===== src/rtl/core/assert_macros.svh =====
// assertion helpers used by bmd_datapath
`ifndef ASSERT_MACROS_SVH
`define ASSERT_MACROS_SVH

`ifndef SYNTHESIS

// same-cycle implication
`define ASSERT_HOLDS(label, clk, rst_n, ante, cons) \
	label: assert property (@(posedge clk) disable iff (!rst_n) (ante) |-> (cons)) \
		else $error("assertion failed");

// next-cycle implication
`define ASSERT_NEXT(label, clk, rst_n, ante, cons) \
	label: assert property (@(posedge clk) disable iff (!rst_n) (ante) |=> (cons)) \
		else $error("assertion failed");

`else

`define ASSERT_HOLDS(label, clk, rst_n, ante, cons)
`define ASSERT_NEXT(label, clk, rst_n, ante, cons)

`endif

`endif


===== src/rtl/core/bmd_pkg.sv =====
package bmd_pkg;

	// default widths
	localparam int SAMPLE_BITS_DEF = 24;
	localparam int COUNT_BITS_DEF  = 20;

	// configuration register indexes
	localparam int CFG_INDEX_BITS = 2;
	localparam logic [CFG_INDEX_BITS-1:0] REG_TOTAL_SAMPLES = 2'd0;
	localparam logic [CFG_INDEX_BITS-1:0] REG_TARGET_BINS   = 2'd1;

	// controller to datapath commands
	typedef struct packed {
		logic load_sample;
		logic size_start;
		logic size_load;
		logic accum;
		logic mean_start;
		logic emit_bin;
		logic emit_pass;
	} bmd_cmd_t;

	// datapath to controller status
	typedef struct packed {
		logic compress;
		logic fill_zero;
		logic bin_end;
		logic size_busy;
		logic mean_busy;
		logic out_free;
	} bmd_status_t;

endpackage


===== src/rtl/core/bmd_divider.sv =====
module bmd_divider
	import bmd_pkg::*;
#(
	parameter int DW = COUNT_BITS_DEF + 1,
	parameter int QW = COUNT_BITS_DEF,
	parameter int VW = COUNT_BITS_DEF
) (
	input  logic          clk,
	input  logic          arst_n,
	input  logic          start,
	input  logic [DW-1:0] dividend,
	input  logic [VW-1:0] divisor,
	output logic          busy,
	output logic [QW-1:0] quotient,
	output logic [VW-1:0] remainder
);

	localparam int CW = $clog2(QW + 1);

	logic [VW-1:0] rem_q;
	logic [QW-1:0] qd_q;
	logic [VW-1:0] dvs_q;
	logic [CW-1:0] cnt_q;

	logic [VW:0]   shifted;
	logic [VW:0]   diff;
	logic          fits;
	logic [VW-1:0] rem_next;

	// one restoring step: bring down the next dividend bit
	assign shifted  = {rem_q, qd_q[QW-1]};
	assign diff     = shifted - {1'b0, dvs_q};
	assign fits     = (shifted >= {1'b0, dvs_q});
	assign rem_next = fits ? diff[VW-1:0] : shifted[VW-1:0];

	assign busy      = (cnt_q != '0);
	assign quotient  = qd_q;
	assign remainder = rem_q;

	// step counter
	always_ff @(posedge clk or negedge arst_n) begin
		if (!arst_n) begin
			cnt_q <= '0;
		end else if (start) begin
			cnt_q <= CW'(QW);
		end else if (busy) begin
			cnt_q <= cnt_q - 1'b1;
		end
	end

	// partial remainder and dividend / quotient shift register
	always_ff @(posedge clk) begin
		if (start) begin
			rem_q <= VW'(dividend[DW-1:QW]);
			qd_q  <= dividend[QW-1:0];
			dvs_q <= divisor;
		end else if (busy) begin
			rem_q <= rem_next;
			qd_q  <= {qd_q[QW-2:0], fits};
		end
	end

endmodule


===== src/rtl/core/bmd_datapath.sv =====
`include "assert_macros.svh"

module bmd_datapath
	import bmd_pkg::*;
#(
	parameter int SAMPLE_BITS = SAMPLE_BITS_DEF,
	parameter int COUNT_BITS  = COUNT_BITS_DEF
) (
	input  logic                          clk,
	input  logic                          arst_n,
	input  logic                          cfg_we,
	input  logic [CFG_INDEX_BITS-1:0]     cfg_index,
	input  logic [COUNT_BITS-1:0]         cfg_data,
	input  logic signed [SAMPLE_BITS-1:0] x_sample,
	input  logic signed [SAMPLE_BITS-1:0] y_sample,
	input  bmd_cmd_t                      cmd,
	output bmd_status_t                   status,
	input  logic                          out_stall,
	output logic                          out_valid,
	output logic signed [SAMPLE_BITS-1:0] mean_x,
	output logic signed [SAMPLE_BITS-1:0] mean_y,
	output logic [COUNT_BITS-1:0]         bin_count,
	output logic                          last_point
);

	localparam int SUM_BITS = SAMPLE_BITS + COUNT_BITS;
	localparam int ERR_BITS = COUNT_BITS + 1;

	// configuration
	logic [COUNT_BITS-1:0] total_q;
	logic [COUNT_BITS-1:0] target_q;

	// run state
	logic [COUNT_BITS-1:0]      index_q;
	logic [ERR_BITS-1:0]        err_q;
	logic [COUNT_BITS-1:0]      size_q;
	logic [COUNT_BITS-1:0]      fill_q;
	logic signed [SUM_BITS-1:0] sum_x_q;
	logic signed [SUM_BITS-1:0] sum_y_q;
	logic                       last_q;

	// sample holding registers
	logic signed [SAMPLE_BITS-1:0] x_q;
	logic signed [SAMPLE_BITS-1:0] y_q;

	// output register
	logic                          out_valid_q;
	logic signed [SAMPLE_BITS-1:0] mean_x_q;
	logic signed [SAMPLE_BITS-1:0] mean_y_q;
	logic [COUNT_BITS-1:0]         count_q;
	logic                          last_point_q;

	logic                  run_clear;
	logic [COUNT_BITS-1:0] index_inc;
	logic [COUNT_BITS-1:0] fill_inc;
	logic                  is_last;
	logic [ERR_BITS-1:0]   err_sum;

	logic [COUNT_BITS-1:0] size_quot;
	logic [COUNT_BITS-1:0] size_rem;
	logic                  size_busy;

	logic [SUM_BITS-1:0]    abs_x;
	logic [SUM_BITS-1:0]    abs_y;
	logic [SAMPLE_BITS-1:0] quot_x;
	logic [SAMPLE_BITS-1:0] quot_y;
	logic [COUNT_BITS-1:0]  rem_x;
	logic [COUNT_BITS-1:0]  rem_y;
	logic                   busy_x;
	logic                   busy_y;
	logic [SAMPLE_BITS-1:0] mean_x_val;
	logic [SAMPLE_BITS-1:0] mean_y_val;

	// a write to either configuration register starts a new run
	assign run_clear = cfg_we && (cfg_index inside {REG_TOTAL_SAMPLES, REG_TARGET_BINS});

	// position and bin bookkeeping
	assign index_inc = index_q + 1'b1;
	assign fill_inc  = fill_q + 1'b1;
	assign is_last   = (total_q != '0) && (index_inc == total_q);
	assign err_sum   = err_q + ERR_BITS'(total_q);

	// status to controller
	assign status.compress  = (target_q != '0) && (target_q < total_q);
	assign status.fill_zero = (fill_q == '0);
	assign status.bin_end   = (fill_inc != '0) && ((fill_inc >= size_q) || is_last);
	assign status.size_busy = size_busy;
	assign status.mean_busy = busy_x | busy_y;
	assign status.out_free  = !out_valid_q || !out_stall;

	// bin size: (error + total) / target, remainder carried
	bmd_divider #(
		.DW (ERR_BITS),
		.QW (COUNT_BITS),
		.VW (COUNT_BITS)
	) u_size_div (
		.clk       (clk),
		.arst_n    (arst_n),
		.start     (cmd.size_start),
		.dividend  (err_sum),
		.divisor   (target_q),
		.busy      (size_busy),
		.quotient  (size_quot),
		.remainder (size_rem)
	);

	// sign-magnitude means, truncated toward zero
	assign abs_x = sum_x_q[SUM_BITS-1] ? $unsigned(-sum_x_q) : $unsigned(sum_x_q);
	assign abs_y = sum_y_q[SUM_BITS-1] ? $unsigned(-sum_y_q) : $unsigned(sum_y_q);

	bmd_divider #(
		.DW (SUM_BITS),
		.QW (SAMPLE_BITS),
		.VW (COUNT_BITS)
	) u_mean_x_div (
		.clk       (clk),
		.arst_n    (arst_n),
		.start     (cmd.mean_start),
		.dividend  (abs_x),
		.divisor   (fill_q),
		.busy      (busy_x),
		.quotient  (quot_x),
		.remainder (rem_x)
	);

	bmd_divider #(
		.DW (SUM_BITS),
		.QW (SAMPLE_BITS),
		.VW (COUNT_BITS)
	) u_mean_y_div (
		.clk       (clk),
		.arst_n    (arst_n),
		.start     (cmd.mean_start),
		.dividend  (abs_y),
		.divisor   (fill_q),
		.busy      (busy_y),
		.quotient  (quot_y),
		.remainder (rem_y)
	);

	assign mean_x_val = sum_x_q[SUM_BITS-1] ? ('0 - quot_x) : quot_x;
	assign mean_y_val = sum_y_q[SUM_BITS-1] ? ('0 - quot_y) : quot_y;

	// configuration registers
	always_ff @(posedge clk or negedge arst_n) begin
		if (!arst_n) begin
			total_q  <= '0;
			target_q <= '0;
		end else if (cfg_we) begin
			case (cfg_index)
				REG_TOTAL_SAMPLES: total_q <= cfg_data;
				REG_TARGET_BINS:   target_q <= cfg_data;
				default: ;
			endcase
		end
	end

	// run state
	always_ff @(posedge clk or negedge arst_n) begin
		if (!arst_n) begin
			index_q <= '0;
			err_q   <= '0;
			size_q  <= '0;
			fill_q  <= '0;
			sum_x_q <= '0;
			sum_y_q <= '0;
			last_q  <= 1'b0;
		end else if (run_clear) begin
			index_q <= '0;
			err_q   <= '0;
			size_q  <= '0;
			fill_q  <= '0;
			sum_x_q <= '0;
			sum_y_q <= '0;
		end else begin
			if (cmd.size_load) begin
				size_q <= size_quot;
				err_q  <= {1'b0, size_rem};
			end
			if (cmd.accum) begin
				sum_x_q <= sum_x_q + SUM_BITS'(x_q);
				sum_y_q <= sum_y_q + SUM_BITS'(y_q);
				fill_q  <= fill_inc;
				last_q  <= is_last;
				if (is_last) begin
					index_q <= '0;
					err_q   <= '0;
				end else begin
					index_q <= index_inc;
				end
			end
			if (cmd.emit_bin) begin
				fill_q  <= '0;
				sum_x_q <= '0;
				sum_y_q <= '0;
			end
			if (cmd.emit_pass) begin
				index_q <= is_last ? '0 : index_inc;
			end
		end
	end

	// sample capture
	always_ff @(posedge clk) begin
		if (cmd.load_sample) begin
			x_q <= x_sample;
			y_q <= y_sample;
		end
	end

	// output beat valid
	always_ff @(posedge clk or negedge arst_n) begin
		if (!arst_n) begin
			out_valid_q <= 1'b0;
		end else if (cmd.emit_bin || cmd.emit_pass) begin
			out_valid_q <= 1'b1;
		end else if (!out_stall) begin
			out_valid_q <= 1'b0;
		end
	end

	// output beat payload
	always_ff @(posedge clk) begin
		if (cmd.emit_bin) begin
			mean_x_q     <= mean_x_val;
			mean_y_q     <= mean_y_val;
			count_q      <= fill_q;
			last_point_q <= last_q;
		end else if (cmd.emit_pass) begin
			mean_x_q     <= x_q;
			mean_y_q     <= y_q;
			count_q      <= COUNT_BITS'(1);
			last_point_q <= is_last;
		end
	end

	assign out_valid  = out_valid_q;
	assign mean_x     = mean_x_q;
	assign mean_y     = mean_y_q;
	assign bin_count  = count_q;
	assign last_point = last_point_q;

	// checks
	`ASSERT_HOLDS(a_fill_within_size, clk, arst_n, 1'b1, fill_q <= size_q)
	`ASSERT_HOLDS(a_err_below_target, clk, arst_n, 1'b1,
		(err_q == '0) || (err_q < ERR_BITS'(target_q)))
	`ASSERT_HOLDS(a_emit_has_room, clk, arst_n, cmd.emit_bin || cmd.emit_pass, status.out_free)
	`ASSERT_HOLDS(a_mean_divisor_nonzero, clk, arst_n, cmd.mean_start,
		(fill_q != '0) && !size_busy)
	`ASSERT_HOLDS(a_mean_rem_below_fill, clk, arst_n, cmd.emit_bin,
		(rem_x < fill_q) && (rem_y < fill_q))
	`ASSERT_NEXT(a_emit_shows_beat, clk, arst_n, cmd.emit_bin || cmd.emit_pass, out_valid_q)

endmodule


===== src/rtl/core/bmd_ctrl.sv =====
module bmd_ctrl
	import bmd_pkg::*;
(
	input  logic        clk,
	input  logic        arst_n,
	input  logic        in_valid,
	output logic        in_stall,
	input  bmd_status_t status,
	output bmd_cmd_t    cmd
);

	typedef enum logic [2:0] {
		ST_IDLE,
		ST_EVAL,
		ST_SIZE_WAIT,
		ST_ACCUM,
		ST_MEAN_START,
		ST_MEAN_WAIT,
		ST_EMIT_BIN,
		ST_EMIT_PASS
	} state_t;

	state_t state_q;
	state_t state_next;

	assign in_stall = (state_q != ST_IDLE);

	// next state and commands
	always_comb begin
		cmd        = '0;
		state_next = state_q;
		case (state_q)
			ST_IDLE: begin
				if (in_valid) begin
					cmd.load_sample = 1'b1;
					state_next      = ST_EVAL;
				end
			end
			ST_EVAL: begin
				if (!status.compress) begin
					state_next = ST_EMIT_PASS;
				end else if (status.fill_zero) begin
					cmd.size_start = 1'b1;
					state_next     = ST_SIZE_WAIT;
				end else begin
					state_next = ST_ACCUM;
				end
			end
			ST_SIZE_WAIT: begin
				if (!status.size_busy) begin
					cmd.size_load = 1'b1;
					state_next    = ST_ACCUM;
				end
			end
			ST_ACCUM: begin
				cmd.accum  = 1'b1;
				state_next = status.bin_end ? ST_MEAN_START : ST_IDLE;
			end
			ST_MEAN_START: begin
				cmd.mean_start = 1'b1;
				state_next     = ST_MEAN_WAIT;
			end
			ST_MEAN_WAIT: begin
				if (!status.mean_busy) begin
					state_next = ST_EMIT_BIN;
				end
			end
			ST_EMIT_BIN: begin
				if (status.out_free) begin
					cmd.emit_bin = 1'b1;
					state_next   = ST_IDLE;
				end
			end
			ST_EMIT_PASS: begin
				if (status.out_free) begin
					cmd.emit_pass = 1'b1;
					state_next    = ST_IDLE;
				end
			end
			default: begin
				state_next = ST_IDLE;
			end
		endcase
	end

	// state register
	always_ff @(posedge clk or negedge arst_n) begin
		if (!arst_n) begin
			state_q <= ST_IDLE;
		end else begin
			state_q <= state_next;
		end
	end

endmodule


===== src/rtl/core/bin_mean_decimator_unit.sv =====
// Bin mean decimator: averages a run of total_samples (x, y) points down to target_bins
// points, bins of floor or ceil of total_samples / target_bins, sized by an exact
// integer error carry. Each point carries the truncated means, the bin size and a
// flag on the last point of the run; with target_bins zero or not below total_samples
// every sample passes straight through. A write to either configuration register
// restarts the run. One item is handled at a time: a pass-through item is evaluated and
// emitted, an item inside a bin evaluated and accumulated, the first item of a bin also
// waits on the bit-serial size divider and the last on two bit-serial mean dividers in
// parallel. The output register lets the next item enter while a point waits.
module bin_mean_decimator_unit
	import bmd_pkg::*;
#(
	parameter int SAMPLE_BITS = SAMPLE_BITS_DEF,
	parameter int COUNT_BITS  = COUNT_BITS_DEF
) (
	input  logic                          clk,
	input  logic                          arst_n,
	input  logic                          cfg_we,
	input  logic [CFG_INDEX_BITS-1:0]     cfg_index,
	input  logic [COUNT_BITS-1:0]         cfg_data,
	input  logic                          in_valid,
	output logic                          in_stall,
	input  logic signed [SAMPLE_BITS-1:0] x_sample,
	input  logic signed [SAMPLE_BITS-1:0] y_sample,
	output logic                          out_valid,
	input  logic                          out_stall,
	output logic signed [SAMPLE_BITS-1:0] mean_x,
	output logic signed [SAMPLE_BITS-1:0] mean_y,
	output logic [COUNT_BITS-1:0]         bin_count,
	output logic                          last_point
);

	bmd_cmd_t    cmd;
	bmd_status_t status;

	// sequencer
	bmd_ctrl u_ctrl (
		.clk      (clk),
		.arst_n   (arst_n),
		.in_valid (in_valid),
		.in_stall (in_stall),
		.status   (status),
		.cmd      (cmd)
	);

	// accumulators, dividers and output register
	bmd_datapath #(
		.SAMPLE_BITS (SAMPLE_BITS),
		.COUNT_BITS  (COUNT_BITS)
	) u_datapath (
		.clk        (clk),
		.arst_n     (arst_n),
		.cfg_we     (cfg_we),
		.cfg_index  (cfg_index),
		.cfg_data   (cfg_data),
		.x_sample   (x_sample),
		.y_sample   (y_sample),
		.cmd        (cmd),
		.status     (status),
		.out_stall  (out_stall),
		.out_valid  (out_valid),
		.mean_x     (mean_x),
		.mean_y     (mean_y),
		.bin_count  (bin_count),
		.last_point (last_point)
	);

endmodule

===== config.mk =====
export PLATFORM = sky130hd
export DESIGN_NAME = bin_mean_decimator_unit
export DESIGN_NICKNAME = d
export VERILOG_FILES = /design/src/rtl/core/bmd_pkg.sv /design/src/rtl/core/bmd_divider.sv /design/src/rtl/core/bmd_datapath.sv /design/src/rtl/core/bmd_ctrl.sv /design/src/rtl/core/bin_mean_decimator_unit.sv
export VERILOG_INCLUDE_DIRS = /design/src /design/src/rtl/core
export SDC_FILE = /design/constraint.sdc
export NUM_CORES = 1
export LEC_CHECK = 0
export BUFFER_PORTS_ARGS = -buffer_cell sky130_fd_sc_hd__buf_2
export CAP_MARGIN = 5
export CORE_UTILIZATION = 55
export CTS_BUF_LIST = sky130_fd_sc_hd__clkbuf_16
export CTS_CLUSTER_SIZE = 20
export DETAILED_ROUTE_END_ITERATION = 10
export GPL_ROUTABILITY_DRIVEN = 1
export PLACE_DENSITY = 0.75
export SYNTH_ARGS = -nofsm -noshare
export SYNTH_HDL_FRONTEND = slang
export SYNTH_SLANG_ARGS = --single-unit

===== constraint.sdc =====
create_clock -name clk -period 4 [get_ports clk]
set_input_delay 1 -clock clk [delete_from_list [all_inputs] [get_ports clk]]
set_output_delay 1 -clock clk [all_outputs]
set_load 0.02 [all_outputs]

==> flow_metrics.tcl <==
set metrics [dict create \
    wl_per_cell_um 18.5 \
    setup_tns_ns 0 \
    critPathArrivalTime_ns 4.22 \
    place_hpwl_um 58100 \
    grt_usage_pct 26.9 \
    clockBufferDepth 3 \
    synth_cells 3454 \
    num_io_pins 146 \
    grt_pass1_vias 24632 \
    ys_types 81 \
    drcViolationCount 0 \
    nets 3867 \
    syn_avg_cell_area_um2 9.39 \
    final_max_slew_viol_count 0 \
    rows 88 \
    dr.pass1.iters 5 \
    dieArea_um2 60000 \
    synth_edf_count 266 \
    die_w_um 245 \
    final_cells 4382 \
    vias 26195 \
    overflow 0 \
    port_buffers 145 \
    viasPerCell 5.98 \
    ant_nets 0 \
    ys_seq_area_share_pct 43.5 \
    drive_above_1_share_pct 10.2 \
    grt.met2_usage_pct 43.1 \
    power_leakage_nw 15.7 \
    die_height_um 245 \
    gp_congestion 0.937 \
    relSlewSlack_pct 26.8 \
    finalCritPeriodShare_pct 93.4 \
    fillers 4860 \
    start_util_pct 55.9 \
    cellPowerDensity_nw_per_um2 807 \
    status "finished, final reports clean" \
    pre_cts_slack_ns 0.0736 \
    r2r-start "u_datapath.x_q[0]$_DFFE_PP_" \
    reg2reg_slack_ns 0.26 \
    ctsHoldBuffers 0 \
    criticalPathCategory "reg2reg" \
    period_minus_slack_ns 3.74 \
    grt_max_degree 86 \
    ys_seq_elements 514 \
    top_usage_layer "met2" \
    async_flop_share_pct 44.6 \
    setup_ws_ns 0.264 \
    final_cell_mix "nand2_1, o21ai_0, edfxtp_1" \
    area_growth_syn_to_layout_pct 10.9 \
    clock_sinks 514 \
    h-tree-depth 2 \
    clock_skew_ns 0.0296 \
    drv_cap 0 \
    worstPathRequired_ns 4.49 \
    syn_area_um2 32400 \
    synth_nets 3753 \
    clk_pin_slew_ns 0.06 \
    finalSetupViolCount 0 \
    crit_path_end_kind "flip-flop" \
    hp-class "in2async" \
    hold_viol 0 \
    cts_buffers 56 \
    grt_pass1_wl_um 130000 \
    grt_use_met3_pct 3.23 \
    fp.coreArea_um2 58000 \
    cts_tree "done" \
    reg2regPathDepth 13 \
    cp_max_fo 4 \
    rsz0062_at_grt "false" \
    root_buffer "clkbuf_16" \
    ys_warn_count 0 \
    fin_hold_ws_ns 0.314 \
    ir_drop_v 0.000524 \
    ys.flop_type "edfxtp_1" \
    clock_latency_ns 0.63 \
    wl_um 81000 \
    antenna_found_initial 0 \
    dp.cells 4275 \
    worstMarginPinSlew_ns 1.10 \
    clock.fmax_ghz 0.268 \
    r2r_end "u_datapath.sum_x_q[40]$_DFFE_PN0P_" \
    drt_iter0_drc 1995 \
    met1_usage_pct 37.9 \
    final_common_cell "nand2_1" \
    start_kind "flip-flop" \
]
final cells by class:
class | count | area [um^2] | share of cell area [%]
clock buffers | 57 | 1430 | 3.97
inverters | 157 | 589 | 1.64
repair buffers | 200 | 1200 | 3.33
clock inverters | 49 | 390 | 1.09
flip-flops and latches | 514 | 14100 | 39.2
diodes | 1 | 2.50 | 0.00696
well taps | 765 | 957 | 2.66
multi-input cells | 2639 | 17300 | 48.1
synth_stat cells (26+ instances only):
master    instances  area, um^2
ha_1            218        2730
xor2_1          165        1450
xnor2_1         136        1190
and3_1           50         313
a211oi_1         33         248
or4_1            27         203
nand2_1         492        1850
a21o_1           72         541
nor4_1           32         200
a21oi_1         220        1100
clkbuf_1        131         492
mux2_2           27         304
nor3_1           53         265
o21ai_0         378        1890
o31ai_1          56         420
dfrtp_1         229        5730
or3_1            28         175
a31oi_1          26         163
edfxtp_1        266        7990
nor2_1          169         634
inv_1           156         586
nand2b_1         29         181
mux2i_1          27         270
nand3_1          60         300
cells by family (layout without fill, tap and decap cells):
family / after synthesis / after routing / synth area share (%)
mux: 54 / 54 / 1.77
simple gates: 1058 / 1058 / 15.4
buf+inv: 301 / 463 / 3.49
flops: 514 / 514 / 43.5
xor+xnor: 301 / 301 / 8.13
compound gates: 1001 / 1001 / 19.0
fa+ha+maj: 225 / 225 / 8.81
other cells: 0 / 1 / 0
worst max-delay path, stage by stage, from the launching register on:
cell and delay (ns):
edfxtp_1 0.39, ha_1 0.24, fa_1 0.41, a21o_1 0.21
a221oi_2 0.33, o21ai_0 0.23, a31o_2 0.28, a211oi_1 0.35
o211ai_1 0.21, a21oi_2 0.26, o21ai_0 0.19, a31oi_1 0.23
xor2_1 0.16, o21ai_0 0.09
flip-flops by register name, indices dropped and copies added (netlist names), 5 cells and up:
signal / cells
u_datapath.u_mean_y_div.remainder: 20
u_datapath.u_mean_x_div.quotient: 24
u_datapath.x_q: 24
u_datapath.sum_x_q: 44
u_datapath.sum_y_q: 44
u_datapath.index_q: 20
u_datapath.u_mean_x_div.cnt_q: 5
u_datapath.mean_x: 24
u_datapath.mean_y: 24
u_datapath.u_size_div.remainder: 20
u_datapath.err_q: 21
u_datapath.total_q: 20
u_datapath.u_mean_y_div.quotient: 24
u_datapath.u_size_div.dvs_q: 20
u_datapath.u_size_div.quotient: 20
u_datapath.u_size_div.cnt_q: 5
u_datapath.size_q: 20
u_datapath.u_mean_y_div.cnt_q: 5
u_datapath.fill_q: 20
u_datapath.u_mean_x_div.remainder: 20
u_datapath.bin_count: 20
u_datapath.y_q: 24
u_datapath.target_q: 20
u_datapath.u_mean_x_div.dvs_q: 20
worst max-delay path by stage:
| stage | startpoint | end | slack, ns |
|---|---|---|---|
| 4_1_cts | u_datapath.x_q[0]$_DFFE_PP_ | u_datapath.sum_x_q[40]$_DFFE_PN0P_ | 0.06 |
| 3_3_place_gp | u_datapath.x_q[0]$_DFFE_PP_ | u_datapath.sum_x_q[40]$_DFFE_PN0P_ | 0.13 |
| 6_report | u_datapath.x_q[0]$_DFFE_PP_ | u_datapath.sum_x_q[40]$_DFFE_PN0P_ | 0.26 |
| 5_1_grt | u_datapath.u_mean_x_div.dvs_q[1]$_DFFE_PP_ | u_datapath.u_mean_x_div.remainder[18]$_DFFE_PP_ | 0.0008 |
| 3_5_place_dp | u_datapath.x_q[0]$_DFFE_PP_ | u_datapath.sum_x_q[40]$_DFFE_PN0P_ | 0.07 |
| 2_1_floorplan | out_stall | u_datapath.bin_count[10]$_SDFFCE_PN0P_ | 0.07 |
power breakdown:
| part | internal [mW] | leakage [nW] | switching (mW) | total (mW) |
|---|---|---|---|---|
| sequential | 7.83 | 5.80 | 1.89 | 9.72 |
| clock | 2.92 | 0.939 | 2.23 | 5.15 |
| combinational | 5.88 | 8.92 | 8.28 | 14.2 |
| total | 16.6 | 15.7 | 12.4 | 29.0 |
per-layer routing:
| metal | vias up | part of all wire, % |
|---|---|---|
| met4 | 0 | 2.9 |
| li1 | 12781 | - |
| met2 | 771 | 46 |
| met3 | 142 | 5.4 |
| met5 | - | 0 |
| met1 | 12501 | 46 |
stage by stage:
stage | power, mW | instance area, um^2 | utilization [%]
floorplan | 20.0 | 32400 | -
global route | 31.2 | 36000 | 62.0
detailed placement | 23.7 | 34100 | 58.8
CTS | 28.9 | 36000 | 62.0
finish | 29.0 | 36000 | 62.0
global placement | 23.4 | 34100 | 58.8
timing repair:
action / CTS / global route
gates resized for setup: 0 / 3
endpoints found under the setup margin: 0 / 8
buffers inserted: 0 / 0
No activity file was read; power rests on OpenSTA's default activity.
